--- config.mk ---
export PLATFORM = sky130hd
export DESIGN_NAME = ema_with_sma_seed_flat
export DESIGN_NICKNAME = d
export VERILOG_FILES = /design/src/rtl/ewss_pkg.sv /design/src/rtl/ewss_in_if.sv /design/src/rtl/ewss_out_if.sv /design/src/rtl/ewss_div.sv /design/src/rtl/ewss_datapath.sv /design/src/rtl/ewss_ctrl.sv /design/src/rtl/ema_with_sma_seed.sv /design/src/flat_wrapper.sv
export SDC_FILE = /design/constraint.sdc
export NUM_CORES = 2
export LEC_CHECK = 0
export BUFFER_PORTS_ARGS = -buffer_cell sky130_fd_sc_hd__buf_4
export CAP_MARGIN = 5
export CORE_ASPECT_RATIO = 0.6
export CORE_MARGIN = 2
export CORE_UTILIZATION = 30
export CTS_CLUSTER_SIZE = 12
export DETAILED_ROUTE_END_ITERATION = 6
export PLACE_DENSITY_LB_ADDON = 0.25
export SLEW_MARGIN = 20
export SYNTH_ARGS = -nofsm -noshare
export SYNTH_HDL_FRONTEND = slang
export SYNTH_SLANG_ARGS = --single-unit
--- constraint.sdc ---
create_clock -name clk -period 13.9 [get_ports clk]
set_input_delay 0.695 -clock clk [delete_from_list [all_inputs] [get_ports clk]]
set_output_delay 0.695 -clock clk [all_outputs]
set_load 0.02 [all_outputs]
--- src/rtl/ewss_pkg.sv ---
// Shared types, widths and constants of the seeded exponential moving average block.
`timescale 1ns / 1ps

package ewss_pkg;

    // Field and register widths.
    localparam int PRICE_W     = 32;
    localparam int TIME_W      = 32;
    localparam int WIN_W       = 9;
    localparam int NUM_W       = 2;
    localparam int CFG_DATA_W  = 9;
    localparam int CFG_INDEX_W = 1;

    // Fixed-point formats: factor Q1.16, kept average Q24.24.
    localparam int FRAC_EXTRA  = 16;
    localparam int FACTOR_W    = 17;
    localparam int ACC_W       = PRICE_W + FRAC_EXTRA;

    localparam logic [FACTOR_W-1:0] ONE_Q16  = FACTOR_W'(1 << FRAC_EXTRA);
    localparam logic [FACTOR_W-1:0] HALF_Q16 = FACTOR_W'(1 << (FRAC_EXTRA - 1));
    localparam logic [ACC_W-1:0]    ACC_CAP  = {{PRICE_W{1'b1}}, {FRAC_EXTRA{1'b0}}};

    // Default of the largest window the seed sum is sized for.
    localparam int DEF_MAX_WINDOW = 256;

    // Register indexes and their reset values.
    localparam logic [CFG_INDEX_W-1:0] CFG_AVERAGE_SIZE = 1'b0;
    localparam logic [CFG_INDEX_W-1:0] CFG_SMOOTHING    = 1'b1;
    localparam logic [WIN_W-1:0]       AVERAGE_SIZE_RST = 9'd20;
    localparam logic [NUM_W-1:0]       SMOOTHING_RST    = 2'd2;

    // Controller states.
    typedef enum logic [3:0] {
        S_FSTART,
        S_FWAIT,
        S_FSTORE,
        S_IDLE,
        S_GATHER,
        S_CHECK,
        S_SSTART,
        S_SWAIT,
        S_SSTORE,
        S_MLO,
        S_MHI,
        S_MCLOSE,
        S_MFIN,
        S_EMIT
    } ctrl_state_t;

    // Datapath operations issued by the controller.
    typedef enum logic [3:0] {
        OP_NONE,
        OP_CAPTURE,
        OP_ADD,
        OP_FACTOR_LOAD,
        OP_FACTOR_STORE,
        OP_SEED_LOAD,
        OP_SEED_STORE,
        OP_MUL_LO,
        OP_MUL_HI,
        OP_MUL_CLOSE,
        OP_MUL_FIN,
        OP_EMIT
    } dp_op_t;

    // Status returned by the datapath.
    typedef struct packed {
        logic seeded;
        logic count_full;
        logic div_done;
        logic out_free;
        logic cfg_hit;
    } dp_status_t;

endpackage

--- src/rtl/ewss_in_if.sv ---
// Input channel: one bar close price and bar time per word.
`timescale 1ns / 1ps

interface ewss_in_if;
    logic                         valid;
    logic                         ready;
    logic [ewss_pkg::PRICE_W-1:0] close_price;
    logic [ewss_pkg::TIME_W-1:0]  bar_time;

    modport source (output valid, output close_price, output bar_time, input ready);
    modport sink   (input valid, input close_price, input bar_time, output ready);
endinterface

--- src/rtl/ewss_out_if.sv ---
// Output channel: one average value, its bar time and the seed flag per word.
`timescale 1ns / 1ps

interface ewss_out_if;
    logic                         valid;
    logic                         ready;
    logic [ewss_pkg::PRICE_W-1:0] average_value;
    logic [ewss_pkg::TIME_W-1:0]  result_time;
    logic                         is_seed;

    modport source (output valid, output average_value, output result_time,
                    output is_seed, input ready);
    modport sink   (input valid, input average_value, input result_time,
                    input is_seed, output ready);
endinterface

--- src/rtl/ewss_div.sv ---
// Restoring divider that retires one quotient bit per cycle.
`timescale 1ns / 1ps

module ewss_div #(
    parameter int DIVIDEND_W = 57,
    parameter int DIVISOR_W  = 11
) (
    input  logic                  clk,
    input  logic                  rst_n,
    input  logic                  start,
    input  logic [DIVIDEND_W-1:0] dividend,
    input  logic [DIVISOR_W-1:0]  divisor,
    output logic                  done,
    output logic [DIVIDEND_W-1:0] quotient
);

    localparam int CNT_W = $clog2(DIVIDEND_W + 1);

    logic                  busy_reg,  busy_next;
    logic                  done_reg,  done_next;
    logic [CNT_W-1:0]      cnt_reg,   cnt_next;
    logic [DIVIDEND_W-1:0] work_reg,  work_next;
    logic [DIVISOR_W-1:0]  rem_reg,   rem_next;
    logic [DIVISOR_W-1:0]  dvs_reg,   dvs_next;
    logic [DIVISOR_W:0]    trial;
    logic                  fits;

    // One shift and trial subtract per cycle; the remainder stays below the divisor.
    always_comb
    begin
        trial     = {rem_reg, work_reg[DIVIDEND_W-1]};
        fits      = (trial >= {1'b0, dvs_reg});
        busy_next = busy_reg;
        done_next = 1'b0;
        cnt_next  = cnt_reg;
        work_next = work_reg;
        rem_next  = rem_reg;
        dvs_next  = dvs_reg;
        if (start)
        begin
            busy_next = 1'b1;
            cnt_next  = CNT_W'(DIVIDEND_W);
            work_next = dividend;
            rem_next  = '0;
            dvs_next  = divisor;
        end
        else if (busy_reg)
        begin
            work_next = {work_reg[DIVIDEND_W-2:0], fits};
            rem_next  = fits ? DIVISOR_W'(trial - {1'b0, dvs_reg}) : trial[DIVISOR_W-1:0];
            cnt_next  = cnt_reg - CNT_W'(1);
            if (cnt_reg == CNT_W'(1))
            begin
                busy_next = 1'b0;
                done_next = 1'b1;
            end
        end
    end

    // Control registers.
    always_ff @(posedge clk or negedge rst_n)
    begin
        if (!rst_n)
        begin
            busy_reg <= 1'b0;
            done_reg <= 1'b0;
            cnt_reg  <= '0;
        end
        else
        begin
            busy_reg <= busy_next;
            done_reg <= done_next;
            cnt_reg  <= cnt_next;
        end
    end

    // Operand registers.
    always_ff @(posedge clk)
    begin
        work_reg <= work_next;
        rem_reg  <= rem_next;
        dvs_reg  <= dvs_next;
    end

    assign done     = done_reg;
    assign quotient = work_reg;

endmodule

--- src/rtl/ewss_datapath.sv ---
// Datapath: configuration registers, seed sum, kept average, multiplier and output register.
`timescale 1ns / 1ps

module ewss_datapath #(
    parameter int MAX_WINDOW = ewss_pkg::DEF_MAX_WINDOW
) (
    input  logic                             clk,
    input  logic                             rst_n,
    input  ewss_pkg::dp_op_t                 op,
    input  logic                             cfg_write,
    input  logic [ewss_pkg::CFG_INDEX_W-1:0] cfg_index,
    input  logic [ewss_pkg::CFG_DATA_W-1:0]  cfg_data,
    input  logic [ewss_pkg::PRICE_W-1:0]     in_close,
    input  logic [ewss_pkg::TIME_W-1:0]      in_time,
    input  logic                             out_ready,
    output logic                             out_valid,
    output logic [ewss_pkg::PRICE_W-1:0]     out_value,
    output logic [ewss_pkg::TIME_W-1:0]      out_time,
    output logic                             out_seed,
    output ewss_pkg::dp_status_t             status
);

    localparam int PRICE_W  = ewss_pkg::PRICE_W;
    localparam int WIN_W    = ewss_pkg::WIN_W;
    localparam int NUM_W    = ewss_pkg::NUM_W;
    localparam int FACTOR_W = ewss_pkg::FACTOR_W;
    localparam int ACC_W    = ewss_pkg::ACC_W;
    localparam int FRAC_X   = ewss_pkg::FRAC_EXTRA;
    localparam int SUM_W    = PRICE_W + $clog2(MAX_WINDOW + 1);
    localparam int DIV_W    = SUM_W + FRAC_X;
    localparam int DVS_W    = WIN_W + 2;
    localparam int PROD_W   = PRICE_W + FACTOR_W;
    localparam int MAC_W    = ACC_W + FACTOR_W + 1;
    localparam int LO_W     = ACC_W / 2;
    localparam int WIN_MAX  = (1 << WIN_W) - 1;
    localparam int WIN_CAP  = (MAX_WINDOW < WIN_MAX) ? MAX_WINDOW : WIN_MAX;
    localparam logic [WIN_W-1:0] WIN_CAP_V = WIN_W'(WIN_CAP);

    logic [WIN_W-1:0]    avg_reg,     avg_next;
    logic [NUM_W-1:0]    num_reg,     num_next;
    logic [WIN_W-1:0]    count_reg,   count_next;
    logic [SUM_W-1:0]    sum_reg,     sum_next;
    logic [ACC_W-1:0]    acc_reg,     acc_next;
    logic                seeded_reg,  seeded_next;
    logic                out_valid_reg, out_valid_next;
    logic [FACTOR_W-1:0] factor_reg;
    logic [PRICE_W-1:0]  close_reg;
    logic [ewss_pkg::TIME_W-1:0] time_reg;
    logic [MAC_W-1:0]    mac_reg;
    logic                emit_seed_reg;
    logic [PRICE_W-1:0]  out_value_reg;
    logic [ewss_pkg::TIME_W-1:0] out_time_reg;
    logic                out_seed_reg;

    logic [WIN_W-1:0]    win_used;
    logic [NUM_W-1:0]    num_used;
    logic [WIN_W:0]      win_plus;
    logic                div_start;
    logic [DIV_W-1:0]    div_dividend;
    logic [DVS_W-1:0]    div_divisor;
    logic                div_done;
    logic [DIV_W-1:0]    div_q;
    logic [FACTOR_W-1:0] gain;
    logic [PRICE_W-1:0]  mul_a;
    logic [FACTOR_W-1:0] mul_b;
    logic [PROD_W-1:0]   product;
    logic [MAC_W-FRAC_X-1:0] mac_scaled;
    logic [ACC_W:0]      rounded;
    logic [PRICE_W:0]    value_wide;
    logic                out_free;

    // Window and numerator as used, with out-of-range codes pulled into range.
    always_comb
    begin
        if (avg_reg == '0)
            win_used = WIN_W'(1);
        else if (avg_reg > WIN_CAP_V)
            win_used = WIN_CAP_V;
        else
            win_used = avg_reg;
        if (num_reg == '0)
            num_used = NUM_W'(1);
        else if (num_reg == NUM_W'(3))
            num_used = NUM_W'(2);
        else
            num_used = num_reg;
        win_plus = {1'b0, win_used} + (WIN_W + 1)'(1);
    end

    // Shared divider: smoothing factor when idle, seed mean on the window's last close.
    always_comb
    begin
        div_start = (op == ewss_pkg::OP_FACTOR_LOAD) || (op == ewss_pkg::OP_SEED_LOAD);
        if (op == ewss_pkg::OP_SEED_LOAD)
        begin
            div_dividend = (DIV_W'(sum_reg) << FRAC_X) + DIV_W'(win_used >> 1);
            div_divisor  = DVS_W'(win_used);
        end
        else
        begin
            div_dividend = (DIV_W'(num_used) << FACTOR_W) + DIV_W'(win_plus);
            div_divisor  = {win_plus, 1'b0};
        end
    end

    ewss_div #(
        .DIVIDEND_W (DIV_W),
        .DIVISOR_W  (DVS_W)
    ) u_div (
        .clk      (clk),
        .rst_n    (rst_n),
        .start    (div_start),
        .dividend (div_dividend),
        .divisor  (div_divisor),
        .done     (div_done),
        .quotient (div_q)
    );

    // One 32 by 17 multiplier, stepped over the low half, high half and the close.
    always_comb
    begin
        gain = ewss_pkg::ONE_Q16 - factor_reg;
        case (op)
            ewss_pkg::OP_MUL_LO:
            begin
                mul_a = PRICE_W'(acc_reg[LO_W-1:0]);
                mul_b = gain;
            end
            ewss_pkg::OP_MUL_HI:
            begin
                mul_a = PRICE_W'(acc_reg[ACC_W-1:LO_W]);
                mul_b = gain;
            end
            default:
            begin
                mul_a = close_reg;
                mul_b = factor_reg;
            end
        endcase
        product    = PROD_W'(mul_a) * PROD_W'(mul_b);
        mac_scaled = mac_reg[MAC_W-1:FRAC_X];
    end

    // Rounded, saturated output value from the kept average.
    always_comb
    begin
        rounded    = {1'b0, acc_reg} + (ACC_W + 1)'(ewss_pkg::HALF_Q16);
        value_wide = rounded[ACC_W:FRAC_X];
        out_free   = !out_valid_reg || out_ready;
    end

    // Next values of the run state and the output handshake.
    always_comb
    begin
        avg_next       = avg_reg;
        num_next       = num_reg;
        count_next     = count_reg;
        sum_next       = sum_reg;
        acc_next       = acc_reg;
        seeded_next    = seeded_reg;
        out_valid_next = out_valid_reg && !out_ready;
        case (op)
            ewss_pkg::OP_ADD:
            begin
                sum_next   = sum_reg + SUM_W'(close_reg);
                count_next = count_reg + WIN_W'(1);
            end
            ewss_pkg::OP_SEED_STORE:
            begin
                acc_next    = (div_q > DIV_W'(ewss_pkg::ACC_CAP)) ?
                              ewss_pkg::ACC_CAP : div_q[ACC_W-1:0];
                seeded_next = 1'b1;
            end
            ewss_pkg::OP_MUL_FIN:
            begin
                acc_next = (mac_scaled > (MAC_W - FRAC_X)'(ewss_pkg::ACC_CAP)) ?
                           ewss_pkg::ACC_CAP : mac_scaled[ACC_W-1:0];
            end
            ewss_pkg::OP_EMIT:
            begin
                out_valid_next = 1'b1;
            end
            default:
            begin
            end
        endcase
        // A window write starts a fresh seed.
        if (cfg_write)
        begin
            if (cfg_index == ewss_pkg::CFG_AVERAGE_SIZE)
            begin
                avg_next    = cfg_data[WIN_W-1:0];
                count_next  = '0;
                sum_next    = '0;
                acc_next    = '0;
                seeded_next = 1'b0;
            end
            else if (cfg_index == ewss_pkg::CFG_SMOOTHING)
            begin
                num_next = cfg_data[NUM_W-1:0];
            end
        end
    end

    // Configuration and run state.
    always_ff @(posedge clk or negedge rst_n)
    begin
        if (!rst_n)
        begin
            avg_reg       <= ewss_pkg::AVERAGE_SIZE_RST;
            num_reg       <= ewss_pkg::SMOOTHING_RST;
            count_reg     <= '0;
            sum_reg       <= '0;
            acc_reg       <= '0;
            seeded_reg    <= 1'b0;
            out_valid_reg <= 1'b0;
        end
        else
        begin
            avg_reg       <= avg_next;
            num_reg       <= num_next;
            count_reg     <= count_next;
            sum_reg       <= sum_next;
            acc_reg       <= acc_next;
            seeded_reg    <= seeded_next;
            out_valid_reg <= out_valid_next;
        end
    end

    // Payload registers: captured word, factor, product sum and output word.
    // The seed flag of the word being worked on is moved to the output only on emit,
    // so a waiting output word keeps its flag.
    always_ff @(posedge clk)
    begin
        case (op)
            ewss_pkg::OP_CAPTURE:
            begin
                close_reg <= in_close;
                time_reg  <= in_time;
            end
            ewss_pkg::OP_FACTOR_STORE:
            begin
                factor_reg <= div_q[FACTOR_W-1:0];
            end
            ewss_pkg::OP_SEED_STORE:
            begin
                emit_seed_reg <= 1'b1;
            end
            ewss_pkg::OP_MUL_LO:
            begin
                mac_reg       <= MAC_W'(ewss_pkg::HALF_Q16) + MAC_W'(product);
                emit_seed_reg <= 1'b0;
            end
            ewss_pkg::OP_MUL_HI:
            begin
                mac_reg <= mac_reg + (MAC_W'(product) << LO_W);
            end
            ewss_pkg::OP_MUL_CLOSE:
            begin
                mac_reg <= mac_reg + (MAC_W'(product) << FRAC_X);
            end
            ewss_pkg::OP_EMIT:
            begin
                out_value_reg <= value_wide[PRICE_W] ? {PRICE_W{1'b1}} :
                                 value_wide[PRICE_W-1:0];
                out_time_reg  <= time_reg;
                out_seed_reg  <= emit_seed_reg;
            end
            default:
            begin
            end
        endcase
    end

    assign out_valid = out_valid_reg;
    assign out_value = out_value_reg;
    assign out_time  = out_time_reg;
    assign out_seed  = out_seed_reg;

    assign status.seeded     = seeded_reg;
    assign status.count_full = (count_reg >= win_used);
    assign status.div_done   = div_done;
    assign status.out_free   = out_free;
    assign status.cfg_hit    = cfg_write;

endmodule

--- src/rtl/ewss_ctrl.sv ---
// Controller state machine that sequences the datapath for each word.
`timescale 1ns / 1ps

module ewss_ctrl (
    input  logic                 clk,
    input  logic                 rst_n,
    input  logic                 in_valid,
    input  ewss_pkg::dp_status_t status,
    output logic                 in_ready,
    output ewss_pkg::dp_op_t     op
);

    ewss_pkg::ctrl_state_t state_reg, state_next;
    logic                  dirty_reg, dirty_next;
    logic                  idle_ready;

    // A register write marks the factor stale until it is recomputed.
    always_comb
    begin
        idle_ready = (state_reg == ewss_pkg::S_IDLE) && !dirty_reg && !status.cfg_hit;
        dirty_next = dirty_reg || status.cfg_hit;
        if ((state_reg == ewss_pkg::S_FSTART) && !status.cfg_hit)
            dirty_next = 1'b0;
    end

    // Next state.
    always_comb
    begin
        state_next = state_reg;
        case (state_reg)
            ewss_pkg::S_FSTART: state_next = ewss_pkg::S_FWAIT;
            ewss_pkg::S_FWAIT:
                if (status.div_done)
                    state_next = ewss_pkg::S_FSTORE;
            ewss_pkg::S_FSTORE: state_next = ewss_pkg::S_IDLE;
            ewss_pkg::S_IDLE:
                if (dirty_reg || status.cfg_hit)
                    state_next = ewss_pkg::S_FSTART;
                else if (in_valid)
                    state_next = ewss_pkg::S_GATHER;
            ewss_pkg::S_GATHER:
                state_next = status.seeded ? ewss_pkg::S_MLO : ewss_pkg::S_CHECK;
            ewss_pkg::S_CHECK:
                state_next = status.count_full ? ewss_pkg::S_SSTART : ewss_pkg::S_IDLE;
            ewss_pkg::S_SSTART: state_next = ewss_pkg::S_SWAIT;
            ewss_pkg::S_SWAIT:
                if (status.div_done)
                    state_next = ewss_pkg::S_SSTORE;
            ewss_pkg::S_SSTORE: state_next = ewss_pkg::S_EMIT;
            ewss_pkg::S_MLO:    state_next = ewss_pkg::S_MHI;
            ewss_pkg::S_MHI:    state_next = ewss_pkg::S_MCLOSE;
            ewss_pkg::S_MCLOSE: state_next = ewss_pkg::S_MFIN;
            ewss_pkg::S_MFIN:   state_next = ewss_pkg::S_EMIT;
            ewss_pkg::S_EMIT:
                if (status.out_free)
                    state_next = ewss_pkg::S_IDLE;
            default:            state_next = ewss_pkg::S_FSTART;
        endcase
    end

    // Outputs: handshake ready and the datapath operation of this cycle.
    always_comb
    begin
        in_ready = idle_ready;
        op       = ewss_pkg::OP_NONE;
        case (state_reg)
            ewss_pkg::S_FSTART: op = ewss_pkg::OP_FACTOR_LOAD;
            ewss_pkg::S_FSTORE: op = ewss_pkg::OP_FACTOR_STORE;
            ewss_pkg::S_IDLE:
                if (idle_ready && in_valid)
                    op = ewss_pkg::OP_CAPTURE;
            ewss_pkg::S_GATHER:
                if (!status.seeded)
                    op = ewss_pkg::OP_ADD;
            ewss_pkg::S_SSTART: op = ewss_pkg::OP_SEED_LOAD;
            ewss_pkg::S_SSTORE: op = ewss_pkg::OP_SEED_STORE;
            ewss_pkg::S_MLO:    op = ewss_pkg::OP_MUL_LO;
            ewss_pkg::S_MHI:    op = ewss_pkg::OP_MUL_HI;
            ewss_pkg::S_MCLOSE: op = ewss_pkg::OP_MUL_CLOSE;
            ewss_pkg::S_MFIN:   op = ewss_pkg::OP_MUL_FIN;
            ewss_pkg::S_EMIT:
                if (status.out_free)
                    op = ewss_pkg::OP_EMIT;
            default:            op = ewss_pkg::OP_NONE;
        endcase
    end

    // State registers; after reset the factor is worked out first.
    always_ff @(posedge clk or negedge rst_n)
    begin
        if (!rst_n)
        begin
            state_reg <= ewss_pkg::S_FSTART;
            dirty_reg <= 1'b0;
        end
        else
        begin
            state_reg <= state_next;
            dirty_reg <= dirty_next;
        end
    end

endmodule

--- src/rtl/ema_with_sma_seed.sv ---
// Top level of the exponential moving average of bar closes, seeded with a simple mean.
`timescale 1ns / 1ps

// Usage: in_ch carries one word per bar (close_price in Q24.8, bar_time). The first
// average_size - 1 words give no result; the next one gives the simple mean of the
// window with is_seed high, and each later word gives one EMA value with is_seed low,
// on out_ch, carrying the bar_time of the word that produced it.
// Configuration: cfg_write with cfg_index 0 sets the window (and restarts the seed),
// index 1 sets the smoothing numerator. Write only while no word is in flight.
// The smoothing factor goes through the bit-serial divider after reset and after every
// register write, with a dividend W = 32 + clog2(MAX_WINDOW + 1) + 16 bits wide;
// in_ch.ready stays low meanwhile.
// A word gathered toward the seed is captured, added to the seed sum and checked. The
// seed word then goes through the same divider for the mean. An EMA word goes through
// the one 32 by 17 multiplier stepped over three partial products.
// Reset clears the run, loads window 20 and numerator 2, and starts the factor.
// A result waits in the output register while out_ch.ready is low; the next word is
// still taken and worked on, and only its own result waits for the register to free.
module ema_with_sma_seed #(
    parameter int MAX_WINDOW = ewss_pkg::DEF_MAX_WINDOW
) (
    input  logic                             clk,
    input  logic                             rst_n,
    ewss_in_if.sink                          in_ch,
    ewss_out_if.source                       out_ch,
    input  logic                             cfg_write,
    input  logic [ewss_pkg::CFG_INDEX_W-1:0] cfg_index,
    input  logic [ewss_pkg::CFG_DATA_W-1:0]  cfg_data
);

    ewss_pkg::dp_op_t     op;
    ewss_pkg::dp_status_t status;
    logic                 in_ready;

    // Sequencer.
    ewss_ctrl u_ctrl (
        .clk      (clk),
        .rst_n    (rst_n),
        .in_valid (in_ch.valid),
        .status   (status),
        .in_ready (in_ready),
        .op       (op)
    );

    // Arithmetic and storage.
    ewss_datapath #(
        .MAX_WINDOW (MAX_WINDOW)
    ) u_datapath (
        .clk       (clk),
        .rst_n     (rst_n),
        .op        (op),
        .cfg_write (cfg_write),
        .cfg_index (cfg_index),
        .cfg_data  (cfg_data),
        .in_close  (in_ch.close_price),
        .in_time   (in_ch.bar_time),
        .out_ready (out_ch.ready),
        .out_valid (out_ch.valid),
        .out_value (out_ch.average_value),
        .out_time  (out_ch.result_time),
        .out_seed  (out_ch.is_seed),
        .status    (status)
    );

    assign in_ch.ready = in_ready;

endmodule

--- src/flat_wrapper.sv ---
// flat-port wrapper written by rule: the top's interface ports become plain ports
module ema_with_sma_seed_flat 
#(
    parameter int MAX_WINDOW = ewss_pkg::DEF_MAX_WINDOW
)
  (clk, rst_n, cfg_write, cfg_index, cfg_data, in_ch_valid, in_ch_close_price, in_ch_bar_time, in_ch_ready, out_ch_valid, out_ch_average_value, out_ch_result_time, out_ch_is_seed, out_ch_ready);
  ewss_in_if in_ch_i ();
  ewss_out_if out_ch_i ();
  input  logic clk;
  input  logic rst_n;
  input  logic cfg_write;
  input  logic [ewss_pkg::CFG_INDEX_W-1:0] cfg_index;
  input  logic [ewss_pkg::CFG_DATA_W-1:0] cfg_data;
  input wire logic [$bits(in_ch_i.valid)-1:0] in_ch_valid;
  input wire logic [$bits(in_ch_i.close_price)-1:0] in_ch_close_price;
  input wire logic [$bits(in_ch_i.bar_time)-1:0] in_ch_bar_time;
  output wire logic [$bits(in_ch_i.ready)-1:0] in_ch_ready;
  output wire logic [$bits(out_ch_i.valid)-1:0] out_ch_valid;
  output wire logic [$bits(out_ch_i.average_value)-1:0] out_ch_average_value;
  output wire logic [$bits(out_ch_i.result_time)-1:0] out_ch_result_time;
  output wire logic [$bits(out_ch_i.is_seed)-1:0] out_ch_is_seed;
  input wire logic [$bits(out_ch_i.ready)-1:0] out_ch_ready;
  assign in_ch_i.valid = in_ch_valid;
  assign in_ch_i.close_price = in_ch_close_price;
  assign in_ch_i.bar_time = in_ch_bar_time;
  assign in_ch_ready = in_ch_i.ready;
  assign out_ch_valid = out_ch_i.valid;
  assign out_ch_average_value = out_ch_i.average_value;
  assign out_ch_result_time = out_ch_i.result_time;
  assign out_ch_is_seed = out_ch_i.is_seed;
  assign out_ch_i.ready = out_ch_ready;
  ema_with_sma_seed #(.MAX_WINDOW(MAX_WINDOW)) u_core (.clk(clk), .rst_n(rst_n), .in_ch(in_ch_i), .out_ch(out_ch_i), .cfg_write(cfg_write), .cfg_index(cfg_index), .cfg_data(cfg_data));
endmodule
# Word-level counts from Yosys, hierarchy flattened
# Index checks and enable logic that the tools add are counted.
totals:
  word_cells: 146
  mem_bits_ro: 0
  reg_bits: 416
  in_bits: 79
  latchBits: 0
  memories: 0
  output_inout_bits: 67
  mem_bits_rw: 0
classes:
  n_reduce_logical: 23
  add_sub_neg: 12
  multipliers: 1
  magnitude_cmp: 5
  div_mod_pow: 0
  n_shift: 0
  mux: 49
  bitwise_logic: 1
  eq_ne: 30
op_table:
  columns: ["op", "n"]
  rows:
  - ["66-bit one-hot mux with 3 select lines", 1]
  - ["48-bit 2-to-1 mux", 4]
  - ["57-bit 2-to-1 mux", 3]
  - ["41-bit 2-to-1 mux", 3]
  - ["48-bit one-hot mux with 2 select lines", 1]
  - ["66-bit by 65-bit adder with 66-bit output", 1]
  - ["66-bit adder", 1]
  - ["32-bit one-hot mux with 2 select lines", 1]
  - ["57-bit by 8-bit adder with 57-bit output", 1]
  - ["57-bit by 48-bit > comparator with 1-bit output (second input constant)", 1]
  - ["9-bit 2-to-1 mux", 6]
  - ["4-bit one-hot mux with 13 select lines", 1]
  - ["16-bit by 49-bit adder with 50-bit output (first input constant)", 1]
  - ["50-bit by 48-bit > comparator with 1-bit output (second input constant)", 1]
  - ["48-bit by 16-bit adder with 49-bit output (second input constant)", 1]
  - ["32-bit by 17-bit multiplier with 49-bit output", 1]
  - ["4-bit one-hot mux with 11 select lines", 1]
  - ["41-bit by 32-bit adder with 41-bit output", 1]
  - ["4-bit equality test (second input constant)", 10]
  - ["4-bit by 3-bit equality test with 1-bit output (second input constant)", 8]
  - ["4-bit 2-to-1 mux", 7]
  - ["19-bit by 10-bit adder with 20-bit output", 1]
  - ["17-bit 2-to-1 mux", 1]
  - ["17-bit subtractor (first input constant)", 1]
  - ["31 further kinds", 63]

# Depth between registers and ports, before layout
logic_depth:
  depth_word: 12
  mapped_depth: 45
  ltp_nobuf: 42

# Modules after synthesis
# Synthesis repeated with hierarchy kept, for this count alone.
hier_totals:
  hier_cells: 4773
  area_unflattened_um2: 43401.6
by_module_without_submodules:
  columns: ["module", "seq_area_each_um2", "n_inst", "area_per_inst_um2", "cells_each"]
  rows:
  - ["ewss_datapath", 8672.1, 1, 38669.6, 4401]
  - ["ewss_div", 2462.4, 1, 4247.8, 317]
  - ["ewss_ctrl", 125.1, 1, 484.2, 55]

# Worst setup path before layout
# Ideal clock, no wire load.
synth_path:
  path_kind: "register to register"
  startpoint: "register u_core.u_ctrl.state_reg[2]"
  endpoint: "register u_core.u_datapath.mac_reg[65] (data pin)"
  synth_period_minus_slack_ps: 10414
  setup_slack_ps: 3486
  arrival_ps: 10146
  setup_ps: 267
  required_ps: 13633
  path_stages_with_launch: 39
  n_path_buf: 4
  cell_sequence: "dfrtp_1 > nand2b_1 > clkbuf_1 > nor3_1 > nor2_1 > clkbuf_1 > nor3_1 > nand3_1 > xor2_1 > clkbuf_1 > nor2_1 > fa_1 > fa_1 > fa_1 > fa_1 > fa_1 > inv_1 > fa_1 > (+3 left out) > nand2_1 > o21ai_1 > nor2_1 > o21a_1 > nor3_2 > o21ai_0 > a211oi_1 > ha_1 > a21boi_0 > o21ai_0 > nand2b_1 > a21o_1 > or4b_1 > a311oi_1 > o21bai_1 > xnor2_1 > a2111oi_0 > nor2_1"
synth_via:
  elab_chain_cells: 12
  elab_cells_between_ends: 26
  classes_between: "add/sub (2); mul (1); eq/ne (13); mux (5); reduce/logical (5)"
synth_lines:
  columns: ["element", "line_no", "rtl"]
  rows:
  - ["from (decl)", "ewss_ctrl.sv:13", "ewss_pkg::ctrl_state_t state_reg, state_next;"]
  - ["from (signal assigned)", "ewss_ctrl.sv:93", "state_reg <= ewss_pkg::S_FSTART;"]
  - ["from (signal assigned)", "ewss_ctrl.sv:98", "state_reg <= state_next;"]
  - ["4-bit by 2-bit equality test with 1-bit output", "ewss_ctrl.sv:20, ewss_ctrl.sv:66", null]
  - ["1-bit logical AND (2 in a row)", "ewss_ctrl.sv:20", "idle_ready = (state_reg == ewss_pkg::S_IDLE) && !dirty_reg && !status.cfg_hit;"]
  - ["1-bit logical AND", "ewss_ctrl.sv:70", "if (idle_ready && in_valid)"]
  - ["1-bit 2-to-1 mux", "ewss_ctrl.sv:70", null]
  - ["4-bit one-hot mux with 11 select lines *", "ewss_ctrl.sv:66", "case (state_reg)"]
  - ["4-bit by 3-bit equality test with 1-bit output or 4-bit equality test (tied branches)", "ewss_datapath.sv:123, ewss_datapath.sv:235", null]
  - ["2-bit OR reduction (no source line)", null, null]
  - ["17-bit 2-to-1 mux", "ewss_datapath.sv:123", "case (op)"]
  - ["32-bit by 17-bit multiplier with 49-bit output", "ewss_datapath.sv:140", "product = PROD_W'(mul_a) * PROD_W'(mul_b);"]
  - ["66-bit by 65-bit adder with 66-bit output or 66-bit adder (tied branches)", "ewss_datapath.sv:260, ewss_datapath.sv:256", null]
  - ["66-bit one-hot mux with 3 select lines *", "ewss_datapath.sv:235", "case (op)"]
  - ["to (signal assigned)", "ewss_datapath.sv:251", "mac_reg <= MAC_W'(ewss_pkg::HALF_Q16) + MAC_W'(product);"]
  - ["to (signal assigned)", "ewss_datapath.sv:256", "mac_reg <= mac_reg + (MAC_W'(product) << LO_W);"]
  - ["to (signal assigned)", "ewss_datapath.sv:260", "mac_reg <= mac_reg + (MAC_W'(product) << FRAC_X);"]
  - ["to (decl)", "ewss_datapath.sv:49", "logic [MAC_W-1:0] mac_reg;"]
# Every way passes the cells marked *; elsewhere a longest branch is shown, timed or not.
# A chain may end at the register's enable or synchronous reset.

# Final worst setup path
layout_path:
  startpoint: "register u_core.u_ctrl.state_reg[2]"
  endpoint: "register u_core.u_datapath.mac_reg[62] (data pin)"
# The elaborated chain is that of the path after synthesis.

==> flow_summary.ini <==
[timing]
fin_crit_ps = 12510
setup_viol_count_final = 0
grt_setup_unrepaired = no
fin_crit_sh_pct = 90.0
hold_viol = 0
drv_slew = 0
finalClockSkew_ps = 27.7
fin_tns_setup_ps = 0
fmax_mhz = 80.0
slew_headroom_pct = 18.8
finalHoldWorstSlack_ps = 73.5
worst_slew_pin_slew_ps = 1210

[worst_setup_path]
start_kind = flop
rrSetupSlack_ps = 1390
cpPeakStageDelay_ps = 800
cp.arrival_ps = 12820
path_max_fanout = 26
crit_end = u_core.u_datapath.mac_reg[62]$_DFFE_PP_
crit_family = adder cells
cp_slowest_cell = xnor2_2
cp_num_cells = 34
r2r-end = u_core.u_datapath.mac_reg[62]$_DFFE_PP_
cp.required_ps = 14210
end_kind = flop
crit_type = flop to flop
cp-startpoint = u_core.u_ctrl.state_reg[2]$_DFFE_PN0P_
r2r-start = u_core.u_ctrl.state_reg[2]$_DFFE_PN0P_
cp_common_cell = fa_1
ff2ff_path_depth = 34
worst-path-buf-inv = 5

[logic_synthesis]
synthCells = 4579
yosysMostFrequentCell = nand2_1
syn_area_um2 = 41800
synth_edf_count = 265
syn_area_per_cell_um2 = 9.13
synth_top_area_share_pct = 21.7
synth_compound_area_share_pct = 13.2
synthTopCellsByCount = 690 x nand2_1, 633 x inv_1, 453 x fa_1, 382 x nor2_1, 273 x ha_1
yosysTopAreaCell = fa_1
synth_seq_cells = 399
synthArstFlopShare_pct = 30.8
muxShareOfSynthArea_pct = 0.512
synthTopCellsByArea = fa_1 22%, edfxtp_1 19%, ha_1 8.2%
synth_top_family_by_area = adder cells
synth_fa_ha_area_share_pct = 29.9
yosysUniqueCellTypes = 106
yosys.area_share.simple_pct = 17.0
yosysWarnings = 0
yosysSeqAreaShare_pct = 26.9
synth_nets = 5384
synth_flop_cell = edfxtp_1
synth_xor_xnor_area_share_pct = 4.94

[cts]
cts_max_path_buffers = 3
h-tree-depth = 2
cts_resized = 0
path_clk_slew_ps = 80
numClockSinks = 399
cts_hold_buf = 0
clock_latency_ps = 600
cts_setup_buffers = 0
cts_tree = built
cts_buffers = 42
cts_root_buffer = clkbuf_16

[drt]
vias_per_cell = 5.33
post_drt_wl_per_cell_um = 24.2
ant_nets = 0
via_count = 34643
drt_iter0_markers = 4423
route.detailed.drc = 9
routed_wl_um = 158000
dr.pass1.iters = 7

[global_route]
grt-ovfl-total = 0
grt_pass1_vias = 32209
grt_pass1_wl_um = 230000
grt_max_degree = 68
grt_antenna_before_repair = 5
grt_usage_pct = 21.8

[floorplan]
fp.dieW_um = 486
rows = 106
die_area_um2 = 142000
die_y_um = 293
coreArea_um2 = 139000
initial_utilization_pct = 30.1
io-pin-count = 146

[finish]
area_delta_synth_final_pct = 10.9
layout-drive-gt1-share_pct = 7.56
largest_register_ffs = 57
num-fill-cells = 14378
ff_latch_area_um2 = 11300
multiInputGateArea_um2 = 27600
layout.nets = 5441
n_antenna_cell = 0

[placement]
dp_hpwl_um = 128000
finalWeightedCongestion = 0.989
port_buffers = 145

[outcome]
failed_checks = DRC
status = complete, but fails checks

[job]
cap_violations = 0

[min_path]
holdCritPathClass = input port to asynchronous set/reset pin
## worst min path at each step
| stage | end | cells past startpoint | start | slack [ps] |
|---|---|---|---|---|
| floorplan | u_core.u_ctrl.dirty_reg$_DFF_PN0_ | 0 | rst_n | 400 |
| global placement | u_core.u_datapath.out_time[9]$_DFFE_PP_ | 0 | u_core.u_datapath.time_reg[9]$_DFFE_PN_ | 400 |
| detailed placement | u_core.u_datapath.out_time[0]$_DFFE_PP_ | 0 | u_core.u_datapath.time_reg[0]$_DFFE_PN_ | 400 |
| CTS | u_core.u_datapath.sum_reg[40]$_DFF_PN0_ | 1 | rst_n | 90 |
| global route | u_core.u_datapath.sum_reg[37]$_DFF_PN0_ | 1 | rst_n | 100 |
| finish | u_core.u_datapath.sum_reg[40]$_DFF_PN0_ | 1 | rst_n | 70 |
## cell families (layout without fill, tap and decap cells)
logic type	after synthesis	after routing
compound gates	799	799
xor+xnor	233	233
fa+ha+maj	726	726
buf+inv	829	919
flops	399	399
mux	20	20
other cells	1	1
simple gates	1572	1572
## stage by stage
step	util, %	instances	setup slack (ps)	cell area (um^2)
2_1_floorplan	-	4579	3490	41800
3_3_place_gp	32.5	6428	1670	45000
3_5_place_dp	32.5	6428	1740	45100
4_1_cts	33.4	6505	1690	46300
5_1_grt	33.4	6505	543	46300
6_report	33.4	6505	1390	46300
## placed cells by master, fill, tap and decap left out, drive strengths merged, types with 22 or more instances in the layout
master,instances
edfxtp,265
a21o,93
nor2,383
o221ai,38
and3,58
and2,91
nand4,48
clkbuf,67
a22o,44
o21a,31
inv,635
xor2,95
xnor2,138
o21ai,134
o21bai,22
fa,453
ha,273
nand2,691
nand2b,32
nor4,25
a21oi,202
o22ai,22
nor3,62
nor2b,29
a22oi,40
buf,207
nand3,81
dfrtp,120
## final cells by class
cell class	instances	share of cell area [%]
Tap cell	1836	4.96
Clock inverter	10	0.246
Clock buffer	67	2.53
Inverter	635	5.14
Sequential cell	399	24.3
Timing Repair Buffer	207	3.36
Multi-Input combinational cell	3351	59.5
## routing by layer
layer / global-route usage, % / vias up / wire (um)
met2: 25.4 / 1735 / 54100
met1: 36.0 / 17432 / 78800
li1: - / 15379 / -
met5: 1.01 / - / 216
met4: 2.08 / 5 / 1460
met3: 9.27 / 92 / 23000
Power is left out: the tool's default activity adds up to more than one toggle a clock period on the data nets, which glitch-free logic cannot reach.
